**config.mk**
```make
export PLATFORM = sky130hd
export DESIGN_NAME = first_fit_segment_allocator_top
export DESIGN_NICKNAME = d
export VERILOG_FILES = /design/src/hw/rtl/ffsa_pkg.sv /design/src/hw/rtl/ffsa_front.sv /design/src/hw/rtl/ffsa_engine.sv /design/src/hw/rtl/first_fit_segment_allocator_top.sv
export SDC_FILE = /design/constraint.sdc
export NUM_CORES = 2
export LEC_CHECK = 0
export ABC_CLOCK_PERIOD_IN_PS = 12300
export BUFFER_PORTS_ARGS = -buffer_cell sky130_fd_sc_hd__buf_2
export CORE_UTILIZATION = 31
export DETAILED_ROUTE_END_ITERATION = 16
export HOLD_SLACK_MARGIN = 0.1
export MAX_ROUTING_LAYER = met4
export PLACE_DENSITY_LB_ADDON = 0.1
export RECOVER_POWER = 100
export SLEW_MARGIN = 20
export SYNTH_ARGS = -nofsm -noshare
export SYNTH_HDL_FRONTEND = slang
export SYNTH_MEMORY_MAX_BITS = 65536
export SYNTH_SLANG_ARGS = --single-unit
```
**constraint.sdc**
```tcl
create_clock -name clk -period 12.3 [get_ports clk]
set_input_delay 1.845 -clock clk [delete_from_list [all_inputs] [get_ports clk]]
set_output_delay 1.845 -clock clk [all_outputs]
set_load 0.05 [all_outputs]
```
**src/hw/rtl/ffsa_pkg.sv**
```systemverilog
package ffsa_pkg;

	// default sizing of the segment table
	localparam int MAX_SEGMENTS = 64;
	localparam int ADDR_BITS    = 16;
	localparam int POOL_RESET   = 65535;

	// request modes
	localparam logic [1:0] MODE_ALLOC  = 2'd0;
	localparam logic [1:0] MODE_FREE   = 2'd1;
	localparam logic [1:0] MODE_QUERY  = 2'd2;
	localparam logic [1:0] MODE_REINIT = 2'd3;

	// configuration register indexes
	localparam logic CFG_POOL_SIZE = 1'b0;
	localparam logic CFG_SMALL_THR = 1'b1;

	typedef struct packed {
		logic [1:0]  mode;
		logic [15:0] request_size;
		logic [15:0] address;
	} req_t;

	typedef struct packed {
		logic        ok;
		logic [15:0] granted_address;
		logic        block_allocated;
		logic [6:0]  hole_count;
		logic [15:0] allocated_bytes;
		logic [15:0] free_bytes;
		logic [15:0] largest_free;
		logic [6:0]  small_hole_count;
	} rsp_t;

	// classified command handed from front to engine
	typedef struct packed {
		logic [1:0]  op;
		logic        req_zero;
		logic [15:0] req;
		logic [15:0] addr;
	} cmd_t;

endpackage

```
**src/hw/rtl/ffsa_front.sv**
```systemverilog
module ffsa_front (
	input  logic               clk,
	input  logic               arst_n,
	input  logic               in_valid,
	output logic               in_stall,
	input  ffsa_pkg::req_t     in_data,
	output logic               cmd_valid,
	input  logic               cmd_pop,
	output ffsa_pkg::cmd_t     cmd
);

	ffsa_pkg::cmd_t fifo_q [2];
	logic           wr_ptr_q;
	logic           rd_ptr_q;
	logic [1:0]     cnt_q;
	ffsa_pkg::cmd_t cls;
	logic           push;
	logic           pop;

	// classify the incoming request
	always_comb begin
		cls.op       = in_data.mode;
		cls.req_zero = (in_data.request_size == 16'd0);
		cls.req      = in_data.request_size;
		cls.addr     = in_data.address;
	end

	assign in_stall  = (cnt_q == 2'd2);
	assign push      = in_valid && !in_stall;
	assign cmd_valid = (cnt_q != 2'd0);
	assign pop       = cmd_valid && cmd_pop;
	assign cmd       = fifo_q[rd_ptr_q];

	// two-entry command queue
	always_ff @(posedge clk) begin
		if (push) begin
			fifo_q[wr_ptr_q] <= cls;
		end
	end

	always_ff @(posedge clk or negedge arst_n) begin
		if (!arst_n) begin
			wr_ptr_q <= 1'b0;
			rd_ptr_q <= 1'b0;
			cnt_q    <= 2'd0;
		end else begin
			if (push) wr_ptr_q <= ~wr_ptr_q;
			if (pop) rd_ptr_q <= ~rd_ptr_q;
			if (push && !pop) cnt_q <= cnt_q + 2'd1;
			else if (pop && !push) cnt_q <= cnt_q - 2'd1;
		end
	end

endmodule

```
**src/hw/rtl/ffsa_engine.sv**
```systemverilog
module ffsa_engine #(
	parameter int MAX_SEGMENTS = ffsa_pkg::MAX_SEGMENTS,
	parameter int ADDR_BITS    = ffsa_pkg::ADDR_BITS
) (
	input  logic           clk,
	input  logic           arst_n,
	input  logic           cmd_valid,
	output logic           cmd_pop,
	input  ffsa_pkg::cmd_t cmd,
	input  logic [15:0]    pool_size,
	input  logic [15:0]    small_threshold,
	output logic           out_valid,
	input  logic           out_stall,
	output ffsa_pkg::rsp_t out_data
);

	localparam int AW = ADDR_BITS;
	localparam int CW = $clog2(MAX_SEGMENTS + 1);
	localparam int IW = $clog2(MAX_SEGMENTS);
	localparam int WW = (AW > 16) ? AW : 16;
	localparam logic [AW-1:0] RST_POOL = AW'(ffsa_pkg::POOL_RESET);

	localparam logic [2:0] ST_IDLE  = 3'd0;
	localparam logic [2:0] ST_RD    = 3'd1;
	localparam logic [2:0] ST_PROC  = 3'd2;
	localparam logic [2:0] ST_FLUSH = 3'd3;
	localparam logic [2:0] ST_DONE  = 3'd4;

	typedef struct packed {
		logic [AW-1:0] start;
		logic [AW-1:0] size;
		logic          used;
	} ent_t;

	// two banks: read the current table, write the new one
	// (each bank padded to a power of two so the bank bit can head the index)
	ent_t mem [2**(IW+1)];

	logic [2:0]    state_q;
	logic          bank_q;
	logic          init_q;
	logic [CW-1:0] count_q;
	logic [CW-1:0] r_q;
	logic [CW-1:0] w_q;
	logic [1:0]    op_q;
	logic          reqz_q;
	logic [WW-1:0] req_q;
	logic [AW-1:0] addr_q;
	ent_t          rdata_q;
	ent_t          p_q;
	logic          p_v_q;
	ent_t          w2_q;
	logic          w2_v_q;
	logic          done_q;
	logic          matched_q;
	logic          merge_q;
	logic          ok_q;
	logic [AW-1:0] grant_q;
	logic [CW-1:0] holes_q;
	logic [15:0]   ub_q;
	logic [15:0]   fb_q;
	logic [AW-1:0] largest_q;
	logic [CW-1:0] small_q;
	logic          seen_q;
	logic          isalloc_q;
	ffsa_pkg::rsp_t out_q;
	logic          out_v_q;

	ent_t          e;
	logic          rd_en;
	logic          wr_en;
	ent_t          wr_ent;
	logic          e1_v;
	ent_t          e1;
	logic          e2_v;
	ent_t          e2;
	ent_t          p_nx;
	logic          fit;
	logic          exact;
	logic          split;
	logic          hit;
	logic          target;
	logic          merge_nx;
	logic          take_cmd;
	logic          finish;

	assign cmd_pop  = (state_q == ST_IDLE);
	assign take_cmd = cmd_pop && cmd_valid;
	assign finish   = (state_q == ST_FLUSH) && !w2_v_q && !p_v_q;

	// entry under processing; right after reset the table is the reset table
	assign e = init_q ? '{start: '0, size: RST_POOL, used: 1'b0} : rdata_q;

	// per-entry transform
	always_comb begin
		fit      = (op_q == ffsa_pkg::MODE_ALLOC) && !done_q && !reqz_q && !e.used
			&& (WW'(e.size) >= req_q);
		exact    = (WW'(e.size) == req_q);
		split    = fit && !exact && (count_q < CW'(MAX_SEGMENTS));
		hit      = (op_q == ffsa_pkg::MODE_FREE) && !matched_q && (e.start == addr_q);
		target   = hit && e.used;
		merge_nx = merge_q;
		e1_v     = p_v_q;
		e1       = p_q;
		e2_v     = 1'b0;
		e2       = '{start: e.start, size: AW'(req_q), used: 1'b1};
		p_nx     = e;
		if (op_q == ffsa_pkg::MODE_ALLOC) begin
			if (fit && exact) begin
				p_nx.used = 1'b1;
			end else if (split) begin
				p_nx.start = e.start + AW'(req_q);
				p_nx.size  = e.size - AW'(req_q);
				p_nx.used  = 1'b0;
				if (p_v_q) begin
					e2_v = 1'b1;
				end else begin
					e1_v = 1'b1;
					e1   = e2;
				end
			end
		end else if (op_q == ffsa_pkg::MODE_FREE) begin
			if (target) begin
				merge_nx = 1'b1;
				if (p_v_q && !p_q.used) begin
					e1_v      = 1'b0;
					p_nx      = p_q;
					p_nx.size = p_q.size + e.size;
				end else begin
					p_nx.used = 1'b0;
				end
			end else if (merge_q) begin
				merge_nx = 1'b0;
				if (!e.used) begin
					e1_v      = 1'b0;
					p_nx      = p_q;
					p_nx.size = p_q.size + e.size;
				end
			end
		end
	end

	// memory write mux
	always_comb begin
		rd_en  = (state_q == ST_RD);
		wr_en  = 1'b0;
		wr_ent = p_q;
		case (state_q)
			ST_RD: begin
				wr_en  = w2_v_q;
				wr_ent = w2_q;
			end
			ST_PROC: begin
				wr_en  = e1_v;
				wr_ent = e1;
			end
			ST_FLUSH: begin
				wr_en  = w2_v_q || p_v_q;
				wr_ent = w2_v_q ? w2_q : p_q;
			end
			default: begin
				wr_en = 1'b0;
			end
		endcase
	end

	always_ff @(posedge clk) begin
		if (rd_en) rdata_q <= mem[{bank_q, r_q[IW-1:0]}];
		if (wr_en) mem[{~bank_q, w_q[IW-1:0]}] <= wr_ent;
	end

	// payload registers of the current operation
	always_ff @(posedge clk) begin
		if (take_cmd) begin
			op_q   <= cmd.op;
			reqz_q <= cmd.req_zero;
			req_q  <= WW'(cmd.req);
			addr_q <= AW'(cmd.addr);
			p_q    <= '{start: '0, size: AW'(pool_size), used: 1'b0};
		end else if (state_q == ST_PROC) begin
			p_q <= p_nx;
			if (e2_v) w2_q <= e2;
			if (fit) grant_q <= e.start;
		end
		if (take_cmd) grant_q <= '0;
		if (wr_en && !seen_q && (wr_ent.start == addr_q)) isalloc_q <= wr_ent.used;
		if (wr_en && wr_ent.used) ub_q <= ub_q + 16'(wr_ent.size);
		if (wr_en && !wr_ent.used) begin
			fb_q <= fb_q + 16'(wr_ent.size);
			if (wr_ent.size > largest_q) largest_q <= wr_ent.size;
		end
		if (take_cmd) begin
			ub_q      <= '0;
			fb_q      <= '0;
			largest_q <= '0;
			isalloc_q <= 1'b0;
		end
		if (state_q == ST_DONE && (!out_v_q || !out_stall)) begin
			out_q.ok               <= ok_q;
			out_q.granted_address  <= ok_q ? 16'(grant_q) : 16'd0;
			out_q.block_allocated  <= isalloc_q;
			out_q.hole_count       <= 7'(holes_q);
			out_q.allocated_bytes  <= ub_q;
			out_q.free_bytes       <= fb_q;
			out_q.largest_free     <= 16'(largest_q);
			out_q.small_hole_count <= 7'(small_q);
		end
	end

	// control
	always_ff @(posedge clk or negedge arst_n) begin
		if (!arst_n) begin
			state_q   <= ST_IDLE;
			bank_q    <= 1'b0;
			init_q    <= 1'b1;
			count_q   <= CW'(1);
			r_q       <= '0;
			w_q       <= '0;
			p_v_q     <= 1'b0;
			w2_v_q    <= 1'b0;
			done_q    <= 1'b0;
			matched_q <= 1'b0;
			merge_q   <= 1'b0;
			ok_q      <= 1'b0;
			holes_q   <= '0;
			small_q   <= '0;
			seen_q    <= 1'b0;
			out_v_q   <= 1'b0;
		end else begin
			if (out_v_q && !out_stall) out_v_q <= 1'b0;
			if (wr_en) begin
				w_q <= w_q + CW'(1);
				if (!seen_q && (wr_ent.start == addr_q)) seen_q <= 1'b1;
				if (!wr_ent.used) begin
					holes_q <= holes_q + CW'(1);
					if (WW'(wr_ent.size) <= WW'(small_threshold)) small_q <= small_q + CW'(1);
				end
			end
			case (state_q)
				ST_IDLE: begin
					if (cmd_valid) begin
						r_q       <= '0;
						w_q       <= '0;
						w2_v_q    <= 1'b0;
						done_q    <= 1'b0;
						matched_q <= 1'b0;
						merge_q   <= 1'b0;
						ok_q      <= 1'b0;
						holes_q   <= '0;
						small_q   <= '0;
						seen_q    <= 1'b0;
						if (cmd.op == ffsa_pkg::MODE_REINIT) begin
							p_v_q   <= 1'b1;
							state_q <= ST_FLUSH;
						end else begin
							p_v_q   <= 1'b0;
							state_q <= ST_RD;
						end
					end
				end
				ST_RD: begin
					if (w2_v_q) w2_v_q <= 1'b0;
					state_q <= ST_PROC;
				end
				ST_PROC: begin
					p_v_q   <= 1'b1;
					w2_v_q  <= e2_v;
					merge_q <= merge_nx;
					if (hit) matched_q <= 1'b1;
					if (fit) done_q <= 1'b1;
					if ((fit && (exact || split)) || target) ok_q <= 1'b1;
					r_q     <= r_q + CW'(1);
					state_q <= ((r_q + CW'(1)) < count_q) ? ST_RD : ST_FLUSH;
				end
				ST_FLUSH: begin
					if (w2_v_q) begin
						w2_v_q <= 1'b0;
					end else if (p_v_q) begin
						p_v_q <= 1'b0;
					end else begin
						count_q <= w_q;
						bank_q  <= ~bank_q;
						init_q  <= 1'b0;
						state_q <= ST_DONE;
					end
				end
				ST_DONE: begin
					if (!out_v_q || !out_stall) begin
						out_v_q <= 1'b1;
						state_q <= ST_IDLE;
					end
				end
				default: begin
					state_q <= ST_IDLE;
				end
			endcase
		end
	end

	assign out_valid = out_v_q;
	assign out_data  = out_q;

	// checks
	a_count_range: assert property (@(posedge clk) disable iff (!arst_n)
		(count_q != '0) && (count_q <= CW'(MAX_SEGMENTS)))
		else $error("segment count out of range");
	a_no_write_idle: assert property (@(posedge clk) disable iff (!arst_n)
		(state_q == ST_IDLE || state_q == ST_DONE) |-> !wr_en)
		else $error("table write outside an operation");
	a_write_bound: assert property (@(posedge clk) disable iff (!arst_n)
		wr_en |-> (w_q < CW'(MAX_SEGMENTS)))
		else $error("table write beyond capacity");
	a_finish_nonempty: assert property (@(posedge clk) disable iff (!arst_n)
		finish |-> (w_q != '0))
		else $error("operation left an empty table");

endmodule

```
**src/hw/rtl/first_fit_segment_allocator_top.sv**
```systemverilog
// First-fit segment allocator with coalescing.
// Requests enter on in_valid/in_stall (payload in_data: mode, request_size,
// address); one result per request leaves on out_valid/out_stall (out_data).
// A request is taken at a clock edge with valid high and stall low.
// A two-entry queue in front holds requests while the table engine works.
// Each operation streams the segment table from one memory bank into the
// other, reading and then processing one entry at a time, and then flushes
// up to two held entries; reinitialize skips the read and only flushes the
// single free segment of the new pool. The table holds at most 64 segments.
// Results wait in an output register while out_stall is high; the engine
// holds its finished result until that register frees, and the front queue
// keeps accepting requests until it is full.
// Configuration: cfg_we with cfg_index (0 pool_size, 1 small_threshold) and
// cfg_data. The user must write them only while the block is idle; the block
// does not enforce it. pool_size takes effect at the next reinitialize.
// Reset (arst_n low) empties the queue and the output, sets pool_size to
// 65535 and small_threshold to 0, and leaves one free segment of the pool.
module first_fit_segment_allocator_top #(
	parameter int MAX_SEGMENTS = ffsa_pkg::MAX_SEGMENTS,
	parameter int ADDR_BITS    = ffsa_pkg::ADDR_BITS
) (
	input  logic           clk,
	input  logic           arst_n,
	input  logic           in_valid,
	output logic           in_stall,
	input  ffsa_pkg::req_t in_data,
	output logic           out_valid,
	input  logic           out_stall,
	output ffsa_pkg::rsp_t out_data,
	input  logic           cfg_we,
	input  logic           cfg_index,
	input  logic [15:0]    cfg_data
);

	logic [15:0]    pool_q;
	logic [15:0]    thr_q;
	logic           cmd_valid;
	logic           cmd_pop;
	ffsa_pkg::cmd_t cmd;

	// configuration registers
	always_ff @(posedge clk or negedge arst_n) begin
		if (!arst_n) begin
			pool_q <= 16'(ffsa_pkg::POOL_RESET);
			thr_q  <= 16'd0;
		end else if (cfg_we) begin
			if (cfg_index == ffsa_pkg::CFG_POOL_SIZE) pool_q <= cfg_data;
			else if (cfg_index == ffsa_pkg::CFG_SMALL_THR) thr_q <= cfg_data;
		end
	end

	ffsa_front u_front (
		.clk       (clk),
		.arst_n    (arst_n),
		.in_valid  (in_valid),
		.in_stall  (in_stall),
		.in_data   (in_data),
		.cmd_valid (cmd_valid),
		.cmd_pop   (cmd_pop),
		.cmd       (cmd)
	);

	ffsa_engine #(
		.MAX_SEGMENTS (MAX_SEGMENTS),
		.ADDR_BITS    (ADDR_BITS)
	) u_engine (
		.clk             (clk),
		.arst_n          (arst_n),
		.cmd_valid       (cmd_valid),
		.cmd_pop         (cmd_pop),
		.cmd             (cmd),
		.pool_size       (pool_q),
		.small_threshold (thr_q),
		.out_valid       (out_valid),
		.out_stall       (out_stall),
		.out_data        (out_data)
	);

endmodule

```
# Word level (Yosys, flattened, before mapping)
# Memory sizes are Yosys's and may differ from the RTL's. A register that Yosys moved wholly into a read port is not among the register bits.
# Cells that the tools add are included.
totals:
  reg_bits: 329
  ram_bits: 4294
  in_bits: 56
  output_inout_bits: 82
  word_cells: 236
  mem_count: 2
memory_table:
  columns: ["name", "words", "word_bits", "rd", "rd_ports_with_merged_regs", "wr", "line", "rtl"]
  rows:
  - ["u_engine.mem", 128, 33, 1, 1, 1, "ffsa_engine.sv:37", "ent_t mem [2**(IW+1)];"]
  - ["u_front.fifo_q", 2, 35, 1, 0, 1, "ffsa_front.sv:12", "ffsa_pkg::cmd_t fifo_q [2];"]
classes:
  addsub: 11
  magnitude_cmp: 5
  n_eq_ne: 21
  n_mux: 82
  bitwise: 7
  n_reduce_logical: 65
ops:
  columns: ["cell", "count"]
  rows:
  - ["2-to-1 mux 33 bit", 12]
  - ["one-hot mux 33 bit (3 select lines)", 1]
  - ["2-to-1 mux 7 bit", 13]
  - ["adder 16 bit", 4]
  - ["2-to-1 mux 32 bit", 2]
  - ["== test 16 bit", 3]
  - ["2-to-1 mux 1 bit", 35]
  - ["2-to-1 mux 17 bit", 2]
  - ["adder 7 x 1 -> 7 bit, second input constant", 4]
  - ["logical AND 1 bit", 23]
  - ["AND reduction 3 bit", 7]
  - [">= comparator 16 bit", 1]
  - ["> comparator 16 bit", 1]
  - ["less-or-equal comparator 16 bit", 1]
  - ["logical NOT 16 bit", 1]
  - ["subtractor 16 bit", 1]
  - ["one-hot mux 3 bit (5 select lines)", 1]
  - ["one-hot mux 7 bit (2 select lines)", 1]
  - ["logical NOT 1 bit", 13]
  - ["2-to-1 mux 3 bit", 4]
  - ["AND reduction 2 bit", 6]
  - ["!= test 2 bit, second input constant", 5]
  - ["one-hot mux 1 bit (3 select lines)", 3]
  - ["2-to-1 mux 2 bit", 4]
  - ["other kinds (21)", 43]

# Logic depth before layout (Yosys ltp)
logic_depth:
  word_depth: 17
  depth_mapped: 30
  mapped_depth_nobuf: 23

# Hierarchy
# Synthesis repeated with hierarchy kept, for this count alone.
hier_totals:
  cells_unflattened: 8279
  area_unflattened_um2: 183317.1
by_module_without_submodules:
  columns: ["mod", "instances", "cells_per_inst", "area_per_inst_um2", "seq_area_each_um2"]
  rows:
  - ["ffsa_engine", 1, 8077, 179134.3, 135572.5]
  - ["ffsa_front", 1, 133, 2910.3, 2202.1]
  - ["first_fit_segment_allocator_top", 1, 69, 1272.5, 820.8]

# Least setup slack after synthesis
# No wires, ideal clock.
synth_timing:
  path_kind: "reg2reg"
  start: "register u_engine.init_q"
  end: "register u_engine.ub_q[15]"
  setup_ns: 0.070
  arrival_ns: 10.146
  required_ns: 12.230
  path_slack_ns: 2.084
  stages_incl_launch_ff: 27
  path_buffers: 6
  period_less_slack_ns: 10.216
  cell_sequence: "dfstp_2 > buf_4 > clkbuf_1 > clkbuf_1 > clkbuf_1 > nor2_1 > inv_1 > ha_1 > a21oi_1 > o21ai_1 > a2111oi_4 > a21o_2 > buf_4 > clkbuf_1 > o21ai_0 > a21oi_1 > ha_1 > a21o_1 > a21oi_1 > nor2b_1 > o21a_1 > o41ai_2 > o211ai_1 > and4_1 > o31a_1 > or4_1 > a21oi_1"
synth_lines:
  columns: ["item", "line", "rtl"]
  rows:
  - ["from (decl)", "ffsa_engine.sv:41", "logic init_q;"]
  - ["from (signal assigned)", "ffsa_engine.sv:215", "init_q <= 1'b1;"]
  - ["from (signal assigned)", "ffsa_engine.sv:283", "init_q <= 1'b0;"]
  - ["to (signal assigned)", "ffsa_engine.sv:187", "if (wr_en && wr_ent.used) ub_q <= ub_q + 16'(wr_ent.size);"]
  - ["to (decl)", "ffsa_engine.sv:60", "logic [15:0] ub_q;"]

==> metrics.log <==
INFO  metric status = finished, violations left
INFO  metric violations_in_the_final_reports = capacitance limit, slew limit
INFO  metric max_cap_viol_count = 67
INFO  metric vias = 88200
INFO  metric cp-startpoint = u_engine.state_q[1]
INFO  metric place_inst = 16000
INFO  metric register_clock_pin_slew_on_the_reported_worst_setup_and_hold_paths = 0.06 ns
INFO  metric final_min_period_over_clock_period = 79.5%
INFO  metric tritoncts = yes
INFO  metric drt_wl_total = 560000 um
INFO  metric worst_ep_required_time = 12.85 ns
INFO  metric grt_overflow_total = 0
INFO  metric warnings_synthesis = 0
INFO  metric syn_to_final_growth = 15.6%
INFO  metric port_buffers = 137
INFO  metric drt.antenna.violating_nets = 0
INFO  metric critical_path.reg2reg.startpoint = u_engine.state_q[1]
INFO  metric net_total_in_the_final_layout = 8971
INFO  metric insertion_delay = 1.08 ns
INFO  metric timing.final.max_slew_violations = 2981
INFO  metric grt_max_degree = 129
INFO  metric hold_class = reg -> reg
INFO  metric finish.cell_count_without_fillers = 17100
INFO  metric start_kind = flip-flop
INFO  metric core-area = 0.587 mm^2
INFO  metric hold_violations = 0
INFO  metric report.final.setup_viol = 0
INFO  metric cts-hold-fix-buffers = 0
INFO  metric initialDrtViolationCount = 8179
INFO  metric async_reset_ff_share = 1.80%
INFO  metric first_pass_grt_wire_length = 772000 um
INFO  metric synth_seq_cells = 4656
INFO  metric cellPowerDensity = 270 mW/mm^2
INFO  metric period_minus_slack = 9.77 ns
INFO  metric rows = 281
INFO  metric yosys.cell_types.count = 93
INFO  metric placement_cell_area = 0.196 mm^2
INFO  metric synthesis.instances = 8237
INFO  metric drt_drc_violations_left = 0
INFO  metric cts_num_sinks = 4656
INFO  metric worst_pin_slew = 4.40 ns
INFO  metric cts-root-buf = sky130_fd_sc_hd__clkbuf_16
INFO  metric route.detailed.vias_per_inst = 5.17
INFO  metric fin_setup_tns = 0 ns
INFO  metric fp.dieH = 770 um
INFO  metric die_w = 770 um
INFO  metric timing.fmax = 102 MHz
INFO  metric final_util = 36.0%
INFO  metric design.die.area = 0.593 mm^2
INFO  metric share_of_post_route_cells_with_drive_strength_above_1 = 28.5%
INFO  metric post-layout-total-power = 57100 uW
INFO  metric drtPass1Iterations = 6
INFO  metric h-tree-depth = 6
INFO  metric rsz0062_at_grt = no
INFO  metric post_synth_edffs = 4490
INFO  metric hold_path_startpoint = u_engine.grant_q[2]
INFO  metric globalRouteTotalUtil = 19.1%
INFO  metric place_hpwl = 314000 um
INFO  metric initial_antenna_violation_count = 37
INFO  metric critPathMaxFanout = 80
INFO  metric synth_top_flop_cell = sky130_fd_sc_hd__edfxtp_1
INFO  metric syn_nets = 8417
INFO  metric initial_utilization = 31.2%
INFO  metric max_clock_skew = 0.0530 ns
INFO  metric power.ir.vdd_worst = 0.000339 V
INFO  metric cts-resized-gates = 0
INFO  metric design.portCount = 138
INFO  metric maxSlewHeadroom = -194%
INFO  metric globalplace.congestion = 0.819
INFO  metric max-clock-path-buffers = 4
INFO  metric p_leak = 0.0647 uW
INFO  metric first_global_vias = 92400
INFO  metric post_drt_wl_per_cell = 32.8 um
INFO  metric avgSynthCellArea = 22.2 um^2
INFO  metric cts_setup_buffers = 0
INFO  metric worstSetupEndpointType = flip-flop
INFO  metric number_of_cts_inserted_buffers = 531
INFO  metric worstPathArrival = 10.33 ns
INFO  metric final_area = 0.211 mm^2
INFO  metric synth-seq-area-share = 75.8%
INFO  metric synthesis.area = 0.183 mm^2
INFO  metric timing_worst_setup_path_type = reg -> reg
==> per-stage QoR <==
| stage | setup slack, ns | hold slack, ns |
|---|---|---|
| after floorplan | 2.08 | 0.400 |
| after global placement | 4.93 | 0.452 |
| after detailed placement | 4.86 | 0.446 |
| after CTS | 4.83 | 0.454 |
| after global routing | 2.14 | 0.476 |
| final | 2.53 | 0.454 |
==> sequential cells by signal, indices dropped and copies added (netlist names), 16 cells and up <==
| name | cells |
|---|---|
| u_engine.w2_q | 32 |
| pool_q | 16 |
| u_engine.grant_q | 16 |
| u_engine.largest_q | 16 |
| u_engine.out_data | 80 |
| thr_q | 16 |
| u_front.fifo_q | 70 |
| u_engine.addr_q | 16 |
| u_engine.req_q | 16 |
| u_engine.ub_q | 16 |
| u_engine.fb_q | 16 |
| u_engine.mem | 4224 |
| u_engine.rdata_q | 33 |
| u_engine.p_q | 33 |
==> cells by family after synthesis <==
| kind of cell | after synthesis | share of synthesized area (%) |
|---|---|---|
| flip-flops | 4656 | 75.8 |
| multiplexers | 1532 | 17.9 |
| AND/OR/NAND/NOR | 733 | 1.87 |
| AO/OA/AOI/OAI | 560 | 1.97 |
| buffers and inverters | 535 | 1.15 |
| adder cells (fa/ha/maj) | 124 | 0.869 |
| XOR/XNOR | 97 | 0.464 |
==> synthesized netlist by cell type, types with 42 or more instances <==
cell type / count / area (um^2)
sky130_fd_sc_hd__edfxtp_1: 4490 / 135000
sky130_fd_sc_hd__mux4_2: 1383 / 31100
sky130_fd_sc_hd__nor2_1: 313 / 1170
sky130_fd_sc_hd__clkbuf_1: 291 / 1090
sky130_fd_sc_hd__a21oi_1: 185 / 926
sky130_fd_sc_hd__nand2_1: 171 / 642
sky130_fd_sc_hd__o21ai_0: 136 / 681
sky130_fd_sc_hd__ha_1: 119 / 1490
sky130_fd_sc_hd__inv_1: 113 / 424
sky130_fd_sc_hd__mux2_2: 106 / 1190
sky130_fd_sc_hd__dfxtp_1: 82 / 1640
sky130_fd_sc_hd__buf_1: 75 / 282
sky130_fd_sc_hd__dfrtp_1: 66 / 1650
sky130_fd_sc_hd__xnor2_1: 59 / 517
sky130_fd_sc_hd__buf_2: 48 / 240
sky130_fd_sc_hd__mux2i_1: 42 / 420
==> area by class of cell <==
cell class	instances	area (um^2)
clock buffer	672	14200
timing repair buffer	442	2790
multi-input combinational	3046	43200
sequential	4656	139000
antenna	69	173
inverter	114	434
fill	53700	375000
clock inverter	283	2290
tap	7782	9740
==> metal layers <==
metal	share of wire (%)	vias up	GRT usage, %
li1	-	36000	-
met1	45	49300	26.5
met3	4.5	667	2.33
met4	2.3	0	4.03
met2	48	2261	30.5
met5	0	-	-
==> final timing paths <==
check,to,cells after the start,slack [ns]
hold reg to reg,u_engine.grant_q[2],2,0.45
setup reg to reg,u_engine.mem[77][19],8,2.53
max in group asynchronous,u_engine.r_q[3],2,6.30
setup / recovery,u_engine.mem[77][19],8,2.53
min in group asynchronous,u_engine.ok_q,1,1.47
hold / removal,u_engine.grant_q[2],2,0.45
==> layout by cell type (no fill, tap or decap), drive strengths merged, types with 13 or more instances in the layout <==
| cell type | n |
|---|---|
| mux2 | 107 |
| nor2b | 27 |
| bufinv | 26 |
| clkinv | 225 |
| or3 | 17 |
| nand2 | 172 |
| ha | 119 |
| a31oi | 13 |
| dfrtp | 66 |
| dfxtp | 82 |
| clkbuf | 850 |
| nor2 | 314 |
| nand4 | 24 |
| a22o | 13 |
| a211oi | 19 |
| mux4 | 1383 |
| a21o | 37 |
| mux2i | 42 |
| xnor2 | 59 |
| inv | 140 |
| o211ai | 16 |
| buf | 264 |
| diode | 69 |
| nor4 | 17 |
| o21ai | 140 |
| dfstp | 18 |
| xor2 | 38 |
| nor3 | 34 |
| or2 | 20 |
| o21a | 28 |
| edfxtp | 4490 |
| nand2b | 14 |
| a21oi | 189 |
| nand3 | 35 |
| and2 | 26 |
==> critical path, stage by stage, from the launching register on <==
cell and delay (ns):
sky130_fd_sc_hd__dfrtp_1 0.34, sky130_fd_sc_hd__clkbuf_1 1.83, sky130_fd_sc_hd__nand2_1 0.66, sky130_fd_sc_hd__nor2_4 0.25, sky130_fd_sc_hd__clkbuf_1 1.55, sky130_fd_sc_hd__nor2_1 0.15, sky130_fd_sc_hd__a211oi_1 0.57, sky130_fd_sc_hd__clkbuf_1 1.95
sky130_fd_sc_hd__clkbuf_2 1.51
==> where the power goes <==
group / internal [uW] / switching [uW] / leakage (uW) / total, uW
Sequential: 23500 / 496 / 0.0424 / 24000
Combinational: 5100 / 12800 / 0.0143 / 17900
Clock: 8750 / 6440 / 0.00810 / 15200
Total: 37400 / 19700 / 0.0647 / 57100
Power figures use the tool's default switching activity.
